==> config.mk <==
export PLATFORM = sky130hd
export DESIGN_NAME = n_step_scan_disk_scheduler_top
export DESIGN_NICKNAME = d
export VERILOG_FILES = /design/src/nss_pkg.sv /design/src/nss_datapath.sv /design/src/nss_controller.sv /design/src/n_step_scan_disk_scheduler_top.sv
export SDC_FILE = /design/constraint.sdc
export NUM_CORES = 1
export LEC_CHECK = 0
export BUFFER_PORTS_ARGS = -buffer_cell sky130_fd_sc_hd__buf_2
export CAP_MARGIN = 30
export CORE_ASPECT_RATIO = 0.9
export CORE_MARGIN = 2
export CORE_UTILIZATION = 61
export CTS_BUF_LIST = sky130_fd_sc_hd__clkbuf_2
export DETAILED_ROUTE_END_ITERATION = 6
export PLACE_DENSITY = 0.8
export SLEW_MARGIN = 20
export SYNTH_ARGS = -nofsm -noshare
export SYNTH_HDL_FRONTEND = slang
export SYNTH_SLANG_ARGS = --single-unit
==> constraint.sdc <==
create_clock -name clk -period 7.8 [get_ports clk]
set_clock_uncertainty 0.05 [all_clocks]
set_input_delay 0.78 -clock clk [delete_from_list [all_inputs] [get_ports clk]]
set_output_delay 0.78 -clock clk [all_outputs]
set_load 0.02 [all_outputs]
==> src/nss_pkg.sv <==
// Package for the N-step SCAN disk scheduler: word types, codes, controller
// states, command/status structs and small helper functions.
// Depends on nothing; every other file of the block uses it.
package nss_pkg;

  localparam int QUEUE_DEPTH_DEF = 16;
  localparam int TRACK_COUNT     = 4096;
  localparam int TRACK_W         = 12;
  localparam int BATCH_W         = 5;
  localparam int FREE_W          = 5;
  localparam int TOTAL_W         = 32;
  localparam int CFG_IDX_W       = 2;
  localparam int CFG_DATA_W      = 12;

  // Request types of an input word.
  localparam logic REQ_ADD   = 1'b0;
  localparam logic REQ_SERVE = 1'b1;

  // Result status codes.
  localparam logic [1:0] STAT_ADDED    = 2'd0;
  localparam logic [1:0] STAT_REJECTED = 2'd1;
  localparam logic [1:0] STAT_SERVED   = 2'd2;
  localparam logic [1:0] STAT_EMPTY    = 2'd3;

  // Sweep modes.
  localparam logic [1:0] MODE_IDLE = 2'd0;
  localparam logic [1:0] MODE_INC  = 2'd1;
  localparam logic [1:0] MODE_DEC  = 2'd2;

  // Configuration register indexes.
  localparam logic [CFG_IDX_W-1:0] CFG_BATCH_SIZE  = 2'd0;
  localparam logic [CFG_IDX_W-1:0] CFG_START_TRACK = 2'd1;
  localparam logic [CFG_IDX_W-1:0] CFG_START_DIR   = 2'd2;

  localparam logic [BATCH_W-1:0] BATCH_SIZE_RST = 5'd4;
  localparam logic [TRACK_W-1:0] TRACK_MAX      = TRACK_W'(TRACK_COUNT - 1);

  typedef struct packed {
    logic               req_type;
    logic [TRACK_W-1:0] track;
  } in_word_t;

  typedef struct packed {
    logic [1:0]         status;
    logic [TRACK_W-1:0] served_track;
    logic [TRACK_W-1:0] seek_distance;
    logic [1:0]         sweep_after;
    logic [FREE_W-1:0]  free_slots;
    logic [TOTAL_W-1:0] tracks_total;
    logic [TOTAL_W-1:0] served_total;
  } out_word_t;

  typedef enum logic [2:0] {
    ST_IDLE,
    ST_EXEC,
    ST_SCAN,
    ST_PICK,
    ST_SHIFT,
    ST_FINISH
  } ctl_state_t;

  typedef struct packed {
    logic accept;
    logic exec;
    logic scan;
    logic pick;
    logic shift;
    logic load_out;
  } dp_cmd_t;

  typedef struct packed {
    logic need_scan;
    logic scan_done;
    logic shift_done;
  } dp_stat_t;

  function automatic logic [TRACK_W-1:0] clamp_track(input logic [TRACK_W-1:0] t);
    return (32'(t) >= TRACK_COUNT) ? TRACK_MAX : t;
  endfunction

  function automatic logic [1:0] clamp_mode(input logic [1:0] m);
    return (m == MODE_INC || m == MODE_DEC) ? m : MODE_IDLE;
  endfunction

endpackage

==> src/nss_datapath.sv <==
// Datapath of the N-step SCAN scheduler: request queue memory, head and
// sweep state, batch scan registers, compaction and the result register.
// Depends on nss_pkg; driven by commands from nss_controller.
module nss_datapath #(
  parameter int QUEUE_DEPTH = nss_pkg::QUEUE_DEPTH_DEF
) (
  input  logic                               clk,
  input  logic                               rst_n,
  input  nss_pkg::in_word_t                  in_data,
  input  logic                               cfg_we,
  input  logic [nss_pkg::CFG_IDX_W-1:0]      cfg_index,
  input  logic [nss_pkg::CFG_DATA_W-1:0]     cfg_wdata,
  input  nss_pkg::dp_cmd_t                   cmd,
  output nss_pkg::dp_stat_t                  stat,
  output nss_pkg::out_word_t                 out_data
);

  localparam int QW = $clog2(QUEUE_DEPTH);
  localparam int CW = $clog2(QUEUE_DEPTH + 1);
  localparam int BW = (CW > nss_pkg::BATCH_W) ? CW : nss_pkg::BATCH_W;
  localparam int TW = nss_pkg::TRACK_W;

  logic [TW-1:0] mem [QUEUE_DEPTH];
  logic          mem_we;
  logic [QW-1:0] mem_wa;
  logic [TW-1:0] mem_wd;
  logic [TW-1:0] rdata_r;

  // Latched input word.
  logic          req_r;
  logic [TW-1:0] trk_r;

  // Architectural state.
  logic [CW-1:0]                 count_r, count_nxt;
  logic [CW-1:0]                 bl_r, bl_nxt;
  logic [TW-1:0]                 head_r, head_nxt;
  logic [1:0]                    mode_r, mode_nxt;
  logic [nss_pkg::TOTAL_W-1:0]   sum_r, sum_nxt;
  logic [nss_pkg::TOTAL_W-1:0]   svc_r, svc_nxt;
  logic [nss_pkg::BATCH_W-1:0]   bsize_r, bsize_nxt;

  // Scan and compaction pointers.
  logic [CW-1:0] ptr_r, ptr_nxt;
  logic          lag_vld_r, lag_vld_nxt;
  logic [QW-1:0] lag_idx_r, lag_idx_nxt;
  logic          issue;

  // Best candidates found by the scan.
  logic          hit_r, hit_nxt;
  logic [QW-1:0] hit_idx_r, hit_idx_nxt;
  logic          have_up_r, have_up_nxt;
  logic [QW-1:0] up_idx_r, up_idx_nxt;
  logic [TW-1:0] up_dist_r, up_dist_nxt;
  logic [TW-1:0] up_trk_r, up_trk_nxt;
  logic          have_dn_r, have_dn_nxt;
  logic [QW-1:0] dn_idx_r, dn_idx_nxt;
  logic [TW-1:0] dn_dist_r, dn_dist_nxt;
  logic [TW-1:0] dn_trk_r, dn_trk_nxt;

  // Per-item result fields.
  logic [1:0]    res_status_r, res_status_nxt;
  logic [TW-1:0] res_served_r, res_served_nxt;
  logic [TW-1:0] res_dist_r, res_dist_nxt;

  nss_pkg::out_word_t out_r;

  logic          full;
  logic [BW-1:0] bs_ext;
  logic [BW-1:0] bl_base;
  logic [CW-1:0] bl_new;
  logic [TW-1:0] d_up, d_dn;
  logic          any_up;
  logic          sel_up;
  logic [QW-1:0] sel_idx;
  logic [TW-1:0] sel_trk, sel_dist;
  logic [1:0]    sel_mode;

  assign full = (count_r == CW'(QUEUE_DEPTH));

  // A new batch takes min(batch size, pending); a zero batch size counts as one.
  assign bs_ext  = (bsize_r == '0) ? BW'(1) : BW'(bsize_r);
  assign bl_base = (bl_r == '0) ? bs_ext : BW'(bl_r);
  assign bl_new  = (bl_base < BW'(count_r)) ? CW'(bl_base) : count_r;

  assign d_up = rdata_r - head_r;
  assign d_dn = head_r - rdata_r;

  // Nearest entry overall, earliest index on a tie.
  assign any_up = have_up_r && (!have_dn_r || (up_dist_r < dn_dist_r) ||
                  ((up_dist_r == dn_dist_r) && (up_idx_r < dn_idx_r)));

  always_comb begin
    sel_up   = any_up;
    sel_mode = mode_r;
    unique case (mode_r)
      nss_pkg::MODE_INC: begin
        sel_up   = have_up_r;
        sel_mode = have_up_r ? nss_pkg::MODE_INC : nss_pkg::MODE_DEC;
      end
      nss_pkg::MODE_DEC: begin
        sel_up   = !have_dn_r;
        sel_mode = have_dn_r ? nss_pkg::MODE_DEC : nss_pkg::MODE_INC;
      end
      default: begin
        sel_up   = any_up;
        sel_mode = any_up ? nss_pkg::MODE_INC : nss_pkg::MODE_DEC;
      end
    endcase
    if (hit_r) begin
      sel_idx  = hit_idx_r;
      sel_trk  = head_r;
      sel_dist = '0;
      sel_mode = mode_r;
    end else if (sel_up) begin
      sel_idx  = up_idx_r;
      sel_trk  = up_trk_r;
      sel_dist = up_dist_r;
    end else begin
      sel_idx  = dn_idx_r;
      sel_trk  = dn_trk_r;
      sel_dist = dn_dist_r;
    end
  end

  // The scan reads batch entries in order; compaction reads entry j and
  // writes it to j-1 in the next cycle.
  always_comb begin
    issue = 1'b0;
    if (cmd.scan) begin
      issue = (ptr_r < bl_r);
    end else if (cmd.shift) begin
      issue = (ptr_r <= count_r);
    end
    ptr_nxt     = issue ? ptr_r + CW'(1) : ptr_r;
    lag_vld_nxt = issue;
    lag_idx_nxt = cmd.scan ? ptr_r[QW-1:0] : QW'(ptr_r - CW'(1));
  end

  always_comb begin
    mem_we = 1'b0;
    mem_wa = lag_idx_r;
    mem_wd = rdata_r;
    if (cmd.exec && !req_r && !full) begin
      mem_we = 1'b1;
      mem_wa = count_r[QW-1:0];
      mem_wd = nss_pkg::clamp_track(trk_r);
    end else if (cmd.shift && lag_vld_r) begin
      mem_we = 1'b1;
    end
  end

  always_comb begin
    count_nxt      = count_r;
    bl_nxt         = bl_r;
    head_nxt       = head_r;
    mode_nxt       = mode_r;
    sum_nxt        = sum_r;
    svc_nxt        = svc_r;
    bsize_nxt      = bsize_r;
    hit_nxt        = hit_r;
    hit_idx_nxt    = hit_idx_r;
    have_up_nxt    = have_up_r;
    up_idx_nxt     = up_idx_r;
    up_dist_nxt    = up_dist_r;
    up_trk_nxt     = up_trk_r;
    have_dn_nxt    = have_dn_r;
    dn_idx_nxt     = dn_idx_r;
    dn_dist_nxt    = dn_dist_r;
    dn_trk_nxt     = dn_trk_r;
    res_status_nxt = res_status_r;
    res_served_nxt = res_served_r;
    res_dist_nxt   = res_dist_r;

    if (cfg_we) begin
      unique case (cfg_index)
        nss_pkg::CFG_BATCH_SIZE:  bsize_nxt = cfg_wdata[nss_pkg::BATCH_W-1:0];
        nss_pkg::CFG_START_TRACK: head_nxt  = nss_pkg::clamp_track(cfg_wdata[TW-1:0]);
        nss_pkg::CFG_START_DIR:   mode_nxt  = nss_pkg::clamp_mode(cfg_wdata[1:0]);
        default: ;
      endcase
    end

    if (cmd.exec) begin
      res_served_nxt = '0;
      res_dist_nxt   = '0;
      hit_nxt        = 1'b0;
      have_up_nxt    = 1'b0;
      have_dn_nxt    = 1'b0;
      if (!req_r) begin
        if (full) begin
          res_status_nxt = nss_pkg::STAT_REJECTED;
        end else begin
          count_nxt      = count_r + CW'(1);
          res_status_nxt = nss_pkg::STAT_ADDED;
        end
      end else if (count_r == '0) begin
        mode_nxt       = nss_pkg::MODE_IDLE;
        bl_nxt         = '0;
        res_status_nxt = nss_pkg::STAT_EMPTY;
      end else begin
        bl_nxt = bl_new;
      end
    end

    if (cmd.scan && lag_vld_r) begin
      if (rdata_r == head_r) begin
        if (!hit_r) begin
          hit_nxt     = 1'b1;
          hit_idx_nxt = lag_idx_r;
        end
      end else if (rdata_r > head_r) begin
        if (!have_up_r || d_up < up_dist_r) begin
          have_up_nxt = 1'b1;
          up_idx_nxt  = lag_idx_r;
          up_dist_nxt = d_up;
          up_trk_nxt  = rdata_r;
        end
      end else begin
        if (!have_dn_r || d_dn < dn_dist_r) begin
          have_dn_nxt = 1'b1;
          dn_idx_nxt  = lag_idx_r;
          dn_dist_nxt = d_dn;
          dn_trk_nxt  = rdata_r;
        end
      end
    end

    if (cmd.pick) begin
      count_nxt      = count_r - CW'(1);
      bl_nxt         = bl_r - CW'(1);
      head_nxt       = sel_trk;
      mode_nxt       = sel_mode;
      sum_nxt        = sum_r + nss_pkg::TOTAL_W'(sel_dist);
      svc_nxt        = svc_r + nss_pkg::TOTAL_W'(1);
      res_status_nxt = nss_pkg::STAT_SERVED;
      res_served_nxt = sel_trk;
      res_dist_nxt   = sel_dist;
    end
  end

  // Compaction starts with the entry after the served one.
  logic [CW-1:0] ptr_load;
  assign ptr_load = cmd.pick ? CW'(sel_idx) + CW'(1) : (cmd.exec ? '0 : ptr_nxt);

  always_ff @(posedge clk) begin
    if (mem_we) begin
      mem[mem_wa] <= mem_wd;
    end
    rdata_r <= mem[ptr_r[QW-1:0]];
  end

  always_ff @(posedge clk) begin
    if (!rst_n) begin
      count_r   <= '0;
      bl_r      <= '0;
      head_r    <= nss_pkg::clamp_track('0);
      mode_r    <= nss_pkg::MODE_IDLE;
      sum_r     <= '0;
      svc_r     <= '0;
      bsize_r   <= nss_pkg::BATCH_SIZE_RST;
      ptr_r     <= '0;
      lag_vld_r <= 1'b0;
    end else begin
      count_r   <= count_nxt;
      bl_r      <= bl_nxt;
      head_r    <= head_nxt;
      mode_r    <= mode_nxt;
      sum_r     <= sum_nxt;
      svc_r     <= svc_nxt;
      bsize_r   <= bsize_nxt;
      ptr_r     <= ptr_load;
      lag_vld_r <= lag_vld_nxt;
    end
  end

  always_ff @(posedge clk) begin
    if (cmd.accept) begin
      req_r <= in_data.req_type;
      trk_r <= in_data.track;
    end
    lag_idx_r    <= lag_idx_nxt;
    hit_r        <= hit_nxt;
    hit_idx_r    <= hit_idx_nxt;
    have_up_r    <= have_up_nxt;
    up_idx_r     <= up_idx_nxt;
    up_dist_r    <= up_dist_nxt;
    up_trk_r     <= up_trk_nxt;
    have_dn_r    <= have_dn_nxt;
    dn_idx_r     <= dn_idx_nxt;
    dn_dist_r    <= dn_dist_nxt;
    dn_trk_r     <= dn_trk_nxt;
    res_status_r <= res_status_nxt;
    res_served_r <= res_served_nxt;
    res_dist_r   <= res_dist_nxt;
    if (cmd.load_out) begin
      out_r.status        <= res_status_r;
      out_r.served_track  <= res_served_r;
      out_r.seek_distance <= res_dist_r;
      out_r.sweep_after   <= mode_r;
      out_r.free_slots    <= nss_pkg::FREE_W'(CW'(QUEUE_DEPTH) - count_r);
      out_r.tracks_total  <= sum_r;
      out_r.served_total  <= svc_r;
    end
  end

  assign stat.need_scan  = req_r && (count_r != '0);
  assign stat.scan_done  = (ptr_r == bl_r);
  assign stat.shift_done = (ptr_r > count_r);
  assign out_data        = out_r;

endmodule

==> src/nss_controller.sv <==
// Controller of the N-step SCAN scheduler: sequences accept, execute, scan,
// pick, compaction and result hand-off, and owns both handshakes.
// Depends on nss_pkg; drives nss_datapath through command signals.
module nss_controller (
  input  logic               clk,
  input  logic               rst_n,
  input  logic               in_valid,
  output logic               in_stall,
  output logic               out_valid,
  input  logic               out_stall,
  input  nss_pkg::dp_stat_t  stat,
  output nss_pkg::dp_cmd_t   cmd
);

  nss_pkg::ctl_state_t state_r, state_nxt;
  logic                out_valid_r, out_valid_nxt;
  logic                out_free;

  // The result register can take a new word when empty or being drained.
  assign out_free = !out_valid_r || !out_stall;

  always_comb begin
    state_nxt = state_r;
    unique case (state_r)
      nss_pkg::ST_IDLE:   if (in_valid) state_nxt = nss_pkg::ST_EXEC;
      nss_pkg::ST_EXEC:   state_nxt = stat.need_scan ? nss_pkg::ST_SCAN : nss_pkg::ST_FINISH;
      nss_pkg::ST_SCAN:   if (stat.scan_done) state_nxt = nss_pkg::ST_PICK;
      nss_pkg::ST_PICK:   state_nxt = nss_pkg::ST_SHIFT;
      nss_pkg::ST_SHIFT:  if (stat.shift_done) state_nxt = nss_pkg::ST_FINISH;
      nss_pkg::ST_FINISH: if (out_free) state_nxt = nss_pkg::ST_IDLE;
      default:            state_nxt = nss_pkg::ST_IDLE;
    endcase
  end

  always_comb begin
    cmd.accept   = (state_r == nss_pkg::ST_IDLE) && in_valid;
    cmd.exec     = (state_r == nss_pkg::ST_EXEC);
    cmd.scan     = (state_r == nss_pkg::ST_SCAN);
    cmd.pick     = (state_r == nss_pkg::ST_PICK);
    cmd.shift    = (state_r == nss_pkg::ST_SHIFT);
    cmd.load_out = (state_r == nss_pkg::ST_FINISH) && out_free;
    in_stall     = (state_r != nss_pkg::ST_IDLE);
    if (cmd.load_out) begin
      out_valid_nxt = 1'b1;
    end else if (!out_stall) begin
      out_valid_nxt = 1'b0;
    end else begin
      out_valid_nxt = out_valid_r;
    end
  end

  always_ff @(posedge clk) begin
    if (!rst_n) begin
      state_r     <= nss_pkg::ST_IDLE;
      out_valid_r <= 1'b0;
    end else begin
      state_r     <= state_nxt;
      out_valid_r <= out_valid_nxt;
    end
  end

  assign out_valid = out_valid_r;

endmodule

==> src/n_step_scan_disk_scheduler_top.sv <==
// N-step SCAN disk scheduler, top level.
//
// Input channel (in_valid / in_stall / in_data): each word either adds a
// track to the tail of the pending queue or asks for the next service.
// Output channel (out_valid / out_stall / out_data): exactly one result word
// per input word, in order. Configuration (cfg_we / cfg_index / cfg_wdata)
// sets the batch size; writing the start track or start direction presets
// the head position or sweep mode at once. Write only while the block is idle.
// One word is processed at a time. An add, or a service on an empty queue,
// passes from acceptance through the execute state to the result register.
// A service on a non-empty queue also scans the current batch (one queue read
// per entry through the single memory read port), picks an entry and then
// moves every entry behind the served one up one place, one per cycle, to
// keep queue order.
// The result register frees the input side: the next word is accepted while a
// result still waits. When the receiver stalls, the result holds and the block
// waits before loading the following result.
// Reset (synchronous, rst_n low) empties the queue, clears the totals, sets
// the head to track 0, idle mode and a batch size of 4.
module n_step_scan_disk_scheduler_top #(
  parameter int QUEUE_DEPTH = nss_pkg::QUEUE_DEPTH_DEF
) (
  input  logic                            clk,
  input  logic                            rst_n,
  input  logic                            in_valid,
  output logic                            in_stall,
  input  nss_pkg::in_word_t               in_data,
  output logic                            out_valid,
  input  logic                            out_stall,
  output nss_pkg::out_word_t              out_data,
  input  logic                            cfg_we,
  input  logic [nss_pkg::CFG_IDX_W-1:0]   cfg_index,
  input  logic [nss_pkg::CFG_DATA_W-1:0]  cfg_wdata
);

  nss_pkg::dp_cmd_t  cmd;
  nss_pkg::dp_stat_t stat;

  nss_controller u_ctl (
    .clk       (clk),
    .rst_n     (rst_n),
    .in_valid  (in_valid),
    .in_stall  (in_stall),
    .out_valid (out_valid),
    .out_stall (out_stall),
    .stat      (stat),
    .cmd       (cmd)
  );

  nss_datapath #(
    .QUEUE_DEPTH (QUEUE_DEPTH)
  ) u_dp (
    .clk       (clk),
    .rst_n     (rst_n),
    .in_data   (in_data),
    .cfg_we    (cfg_we),
    .cfg_index (cfg_index),
    .cfg_wdata (cfg_wdata),
    .cmd       (cmd),
    .stat      (stat),
    .out_data  (out_data)
  );

endmodule

==> key figures <==
Synthesis
  – Number of enable-type register cells in the synthesized netlist: 386
  – Post-synth top flop: edfxtp_1
  – Most area-hungry cell type in the Yosys netlist: edfxtp_1
  – List of most frequent post-synthesis cells: edfxtp_1 (386), nand2_1 (133), dfxtp_1 (124)
  – Post-synthesis cell count: around 1700
  – Post-synthesis area per instance: 13.4 sq um
  – Mapped Nets: 1793
  – Register area share after synthesis: 63.2%
  – Cell area after synthesis: 22300 sq um
  – Yosys warnings: 0
  – Most common cell in the netlist: edfxtp_1
  – Number of distinct library cell variants in the gate-level netlist after synthesis: between 70 and 80
  – Largest cells by area after synthesis: edfxtp_1 (52%), dfxtp_1 (11%), mux4_2 (6.1%)
  – Yosys reg bits: between 500 and 600
  – Share of the synthesized area in the top cell type: between 50% and 60%
  – Share of synthesized flip-flops with an asynchronous set or reset: 0%

CTS
  – Max H-tree Level: 3
  – Maximum clock path buffer count: 3
  – Post_cts resized: 0
  – Setup bufs post-CTS: 0
  – Clock buffers created by TritonCTS: 117
  – Number of clock sinks: roughly 500
  – Worst skew pair latency: between 1000 and 1500 ps
  – Worst-path clk slew: 100 ps
  – Clock root buffer: clkbuf_2
  – CTS tree: done

Layout
  – Layout filler cell count: approximately 2500
  – Share of post-route cells with drive strength above 1: between 20% and 30%
  – Final Util: 69.4%
  – Count of nets after finishing: 2043
  – Area growth from synthesis to layout: 12.4%
  – Final cell area excluding filler cells: 25000 sq um
  – Final instance count without filler cells: 2484

Pwr
  – Power density of the placed cells: 273 nW/um^2
  – Total power after layout: 6.83 mW
  – Max IR drop VDD: 0.145 mV
  – Leak pwr: around 9.8 nW

Floorplan
  – Number of top-level design ports: 131
  – Core Footprint: roughly 36000 sq um
  – Starting density of the core: 61.7%
  – Row cnt: 66
  – Die Area: 38100 sq um
  – Die width: 205 um
  – Vertical die dimension: approximately 190 um

STA
  – Final setup viols: 0
  – Highest attainable clock frequency: 184 MHz
  – Final Worst Setup Slack: 2360 ps
  – Count of pins over their slew limit: 0
  – Minimum clock period after layout: between 5000 and 6000 ps
  – Measured slew at the worst slew-check pin: 862 ps
  – Final setup TNS: 0 ps
  – RSZ-0062 raised after global routing: false
  – Hold Vio Cnt, Final: 0
  – Tcrit/Tclk final: 69.8%
  – Minimum hold slack: roughly 130 ps
  – Slew HR: 42.4%

Placed design
  – Last weighted congestion value of the routability-driven placer: 0.877
  – Final HPWL from detailed placement: 32800 um
  – Area after detailed placement: 23600 sq um
  – Number of cells in the design after placement: roughly 2200
  – Placement-stage worst setup slack: 2200 ps
  – Input/output buffers: 130

Detailed routing
  – Routed wire per std cell: approximately 20 um
  – Residual antenna-violating net count after detailed routing: 0
  – Via density per instance: 5.79
  – DR pass1 iterations: 6
  – Post-route DRC: 0
  – Drt first-iter violations: about 1100
  – Total number of vias: approximately 14000
  – Routed wire length: 49600 um

Global routing
  – Grt met1 use: 34.5%
  – Overall overflow remaining after global route: 0
  – Global-route wire length before repair: 76500 um
  – Number of global-route vias before repair: 14334
  – GR Util met3: 4.57%
  – Global routing's busiest layer: met2
  – Pin count of the biggest net entering global routing: between 100 and 150
  – Met2 global-route usage: 44.4%
  – Initial antenna violation count: 1
  – Tot GR Track Use: 26.4%

Worst setup path
  – Worst setup EP type: flop
  – Worst-path maximum fanout: 29
  – Arrival time worst endpoint: 6280 ps
  – Startpoint type of the worst setup path: flop
  – Type of the worst setup path: reg -> reg
  – CP required: 8640 ps

Worst hold path
  – Worst min-delay path category: in -> reg

Run
  – Max-cap viol count: 0

Outcome
  – Run status: finished, final reports clean
-- cell usage in the layout (no fill, tap or decap), types with 5 or more instances in the layout --
cell	n
nor3b_1	6
buf_2	130
and2_1	64
a21boi_0	16
a31oi_1	17
mux2i_1	23
dfxtp_1	121
dlygate4sd3_1	26
o21ai_0	85
and3_1	16
o21bai_1	5
ha_1	99
a21o_1	18
clkinv_1	20
buf_4	36
inv_1	110
nand3_1	28
o21ai_1	5
nand4_1	21
or3_1	9
edfxtp_1	386
clkbuf_2	191
nand3b_1	5
mux4_2	60
xnor2_1	60
o21a_1	8
and4_1	5
a21oi_1	56
xor2_1	25
nand2_1	133
nor3_1	26
nor2_1	81
nor2b_1	15
nand2b_1	7
-- repair_timing --
item | 4_1_cts | 5_1_grt
endpoints found under the hold margin | 31 | 0
endpoints found under the setup margin | 0 | 0
hold buffers | 26 | 0
-- state kept, by name (all words and copies together), names as in the netlist, 5 cells and up --
signal,cells
u_dp.head_r,12
u_dp.sum_r,32
u_dp.out_data,97
u_dp.mem,192
u_dp.bsize_r,5
u_dp.svc_r,32
u_dp.ptr_r,5
u_dp.dn_trk_r,12
u_dp.up_trk_r,12
u_dp.res_served_r,12
u_dp.up_dist_r,12
u_dp.bl_r,5
u_dp.res_dist_r,12
u_dp.trk_r,12
u_dp.rdata_r,12
u_dp.count_r,5
u_dp.dn_dist_r,12
-- routing by layer --
layer / vias to the layer above / wire (um)
met3: 96 / 3310
li1: 6674 / -
met1: 7042 / 20400
met5: - / 0
met4: 0 / 1340
met2: 576 / 24600
-- area by class of cell --
cell class / instances / area [sq um] / share of cell area, %
inverters: 113 / 424 / 1.69
multi-input cells: 968 / 7540 / 30.1
repair buffers: 198 / 1290 / 5.14
clock buffers: 191 / 956 / 3.82
diodes: 1 / 2.50 / 0.0100
flip-flops and latches: 510 / 14100 / 56.2
clock inverters: 27 / 150 / 0.600
well taps: 476 / 596 / 2.38
-- cell families (layout without fill, tap and decap cells) --
kind of cell / Yosys count / count (layout) / synth area share [%]
buffers and inverters: 180 / 529 / 3.15
adders and majority gates: 103 / 103 / 5.92
xor gates and xnor gates: 85 / 85 / 3.34
AOI/OAI and AO/OA: 266 / 266 / 7.64
muxes: 86 / 86 / 7.25
other: 0 / 1 / 0
and+or+nand+nor: 428 / 428 / 9.54
DFF: 510 / 510 / 63.2
-- critical path: stages, from the launching register on --
cell       delay (ps)
edfxtp_1          360
inv_1              70
ha_1              310
nand4_1           150
or2_1             300
a21oi_2           130
a2111oi_2          80
o31ai_4           690
buf_4             490
nor2_1             70
a21oi_1           350
nor2_1             90
ha_1              360
o21ai_0           100
a21oi_1           230
nand3_1           100
or3_1             350
a21boi_2          500
nand4_1           190
xnor2_1           150
and2_1            150
-- final timing paths --
kind                                          from           endpoint  slack, ps  cells after the start
worst min register to register  u_dp.res_dist_r[9]  u_dp.out_data[80]        380                      0
worst max-delay path            u_dp.dn_dist_r[11]     u_dp.sum_r[30]       2360                     20
worst max register to register  u_dp.dn_dist_r[11]     u_dp.sum_r[30]       2360                     20
worst min-delay path                         rst_n    u_dp.bsize_r[2]        130                      3
-- power breakdown --
group / switching [mW] / total (mW) / internal (mW) / leakage [nW]
Sequential: 0.137 / 3.48 / 3.35 / 4.55
Clock: 1.03 / 1.71 / 0.681 / 0.862
Combinational: 1.01 / 1.64 / 0.632 / 4.39
(Power assumes the default switching activity.)
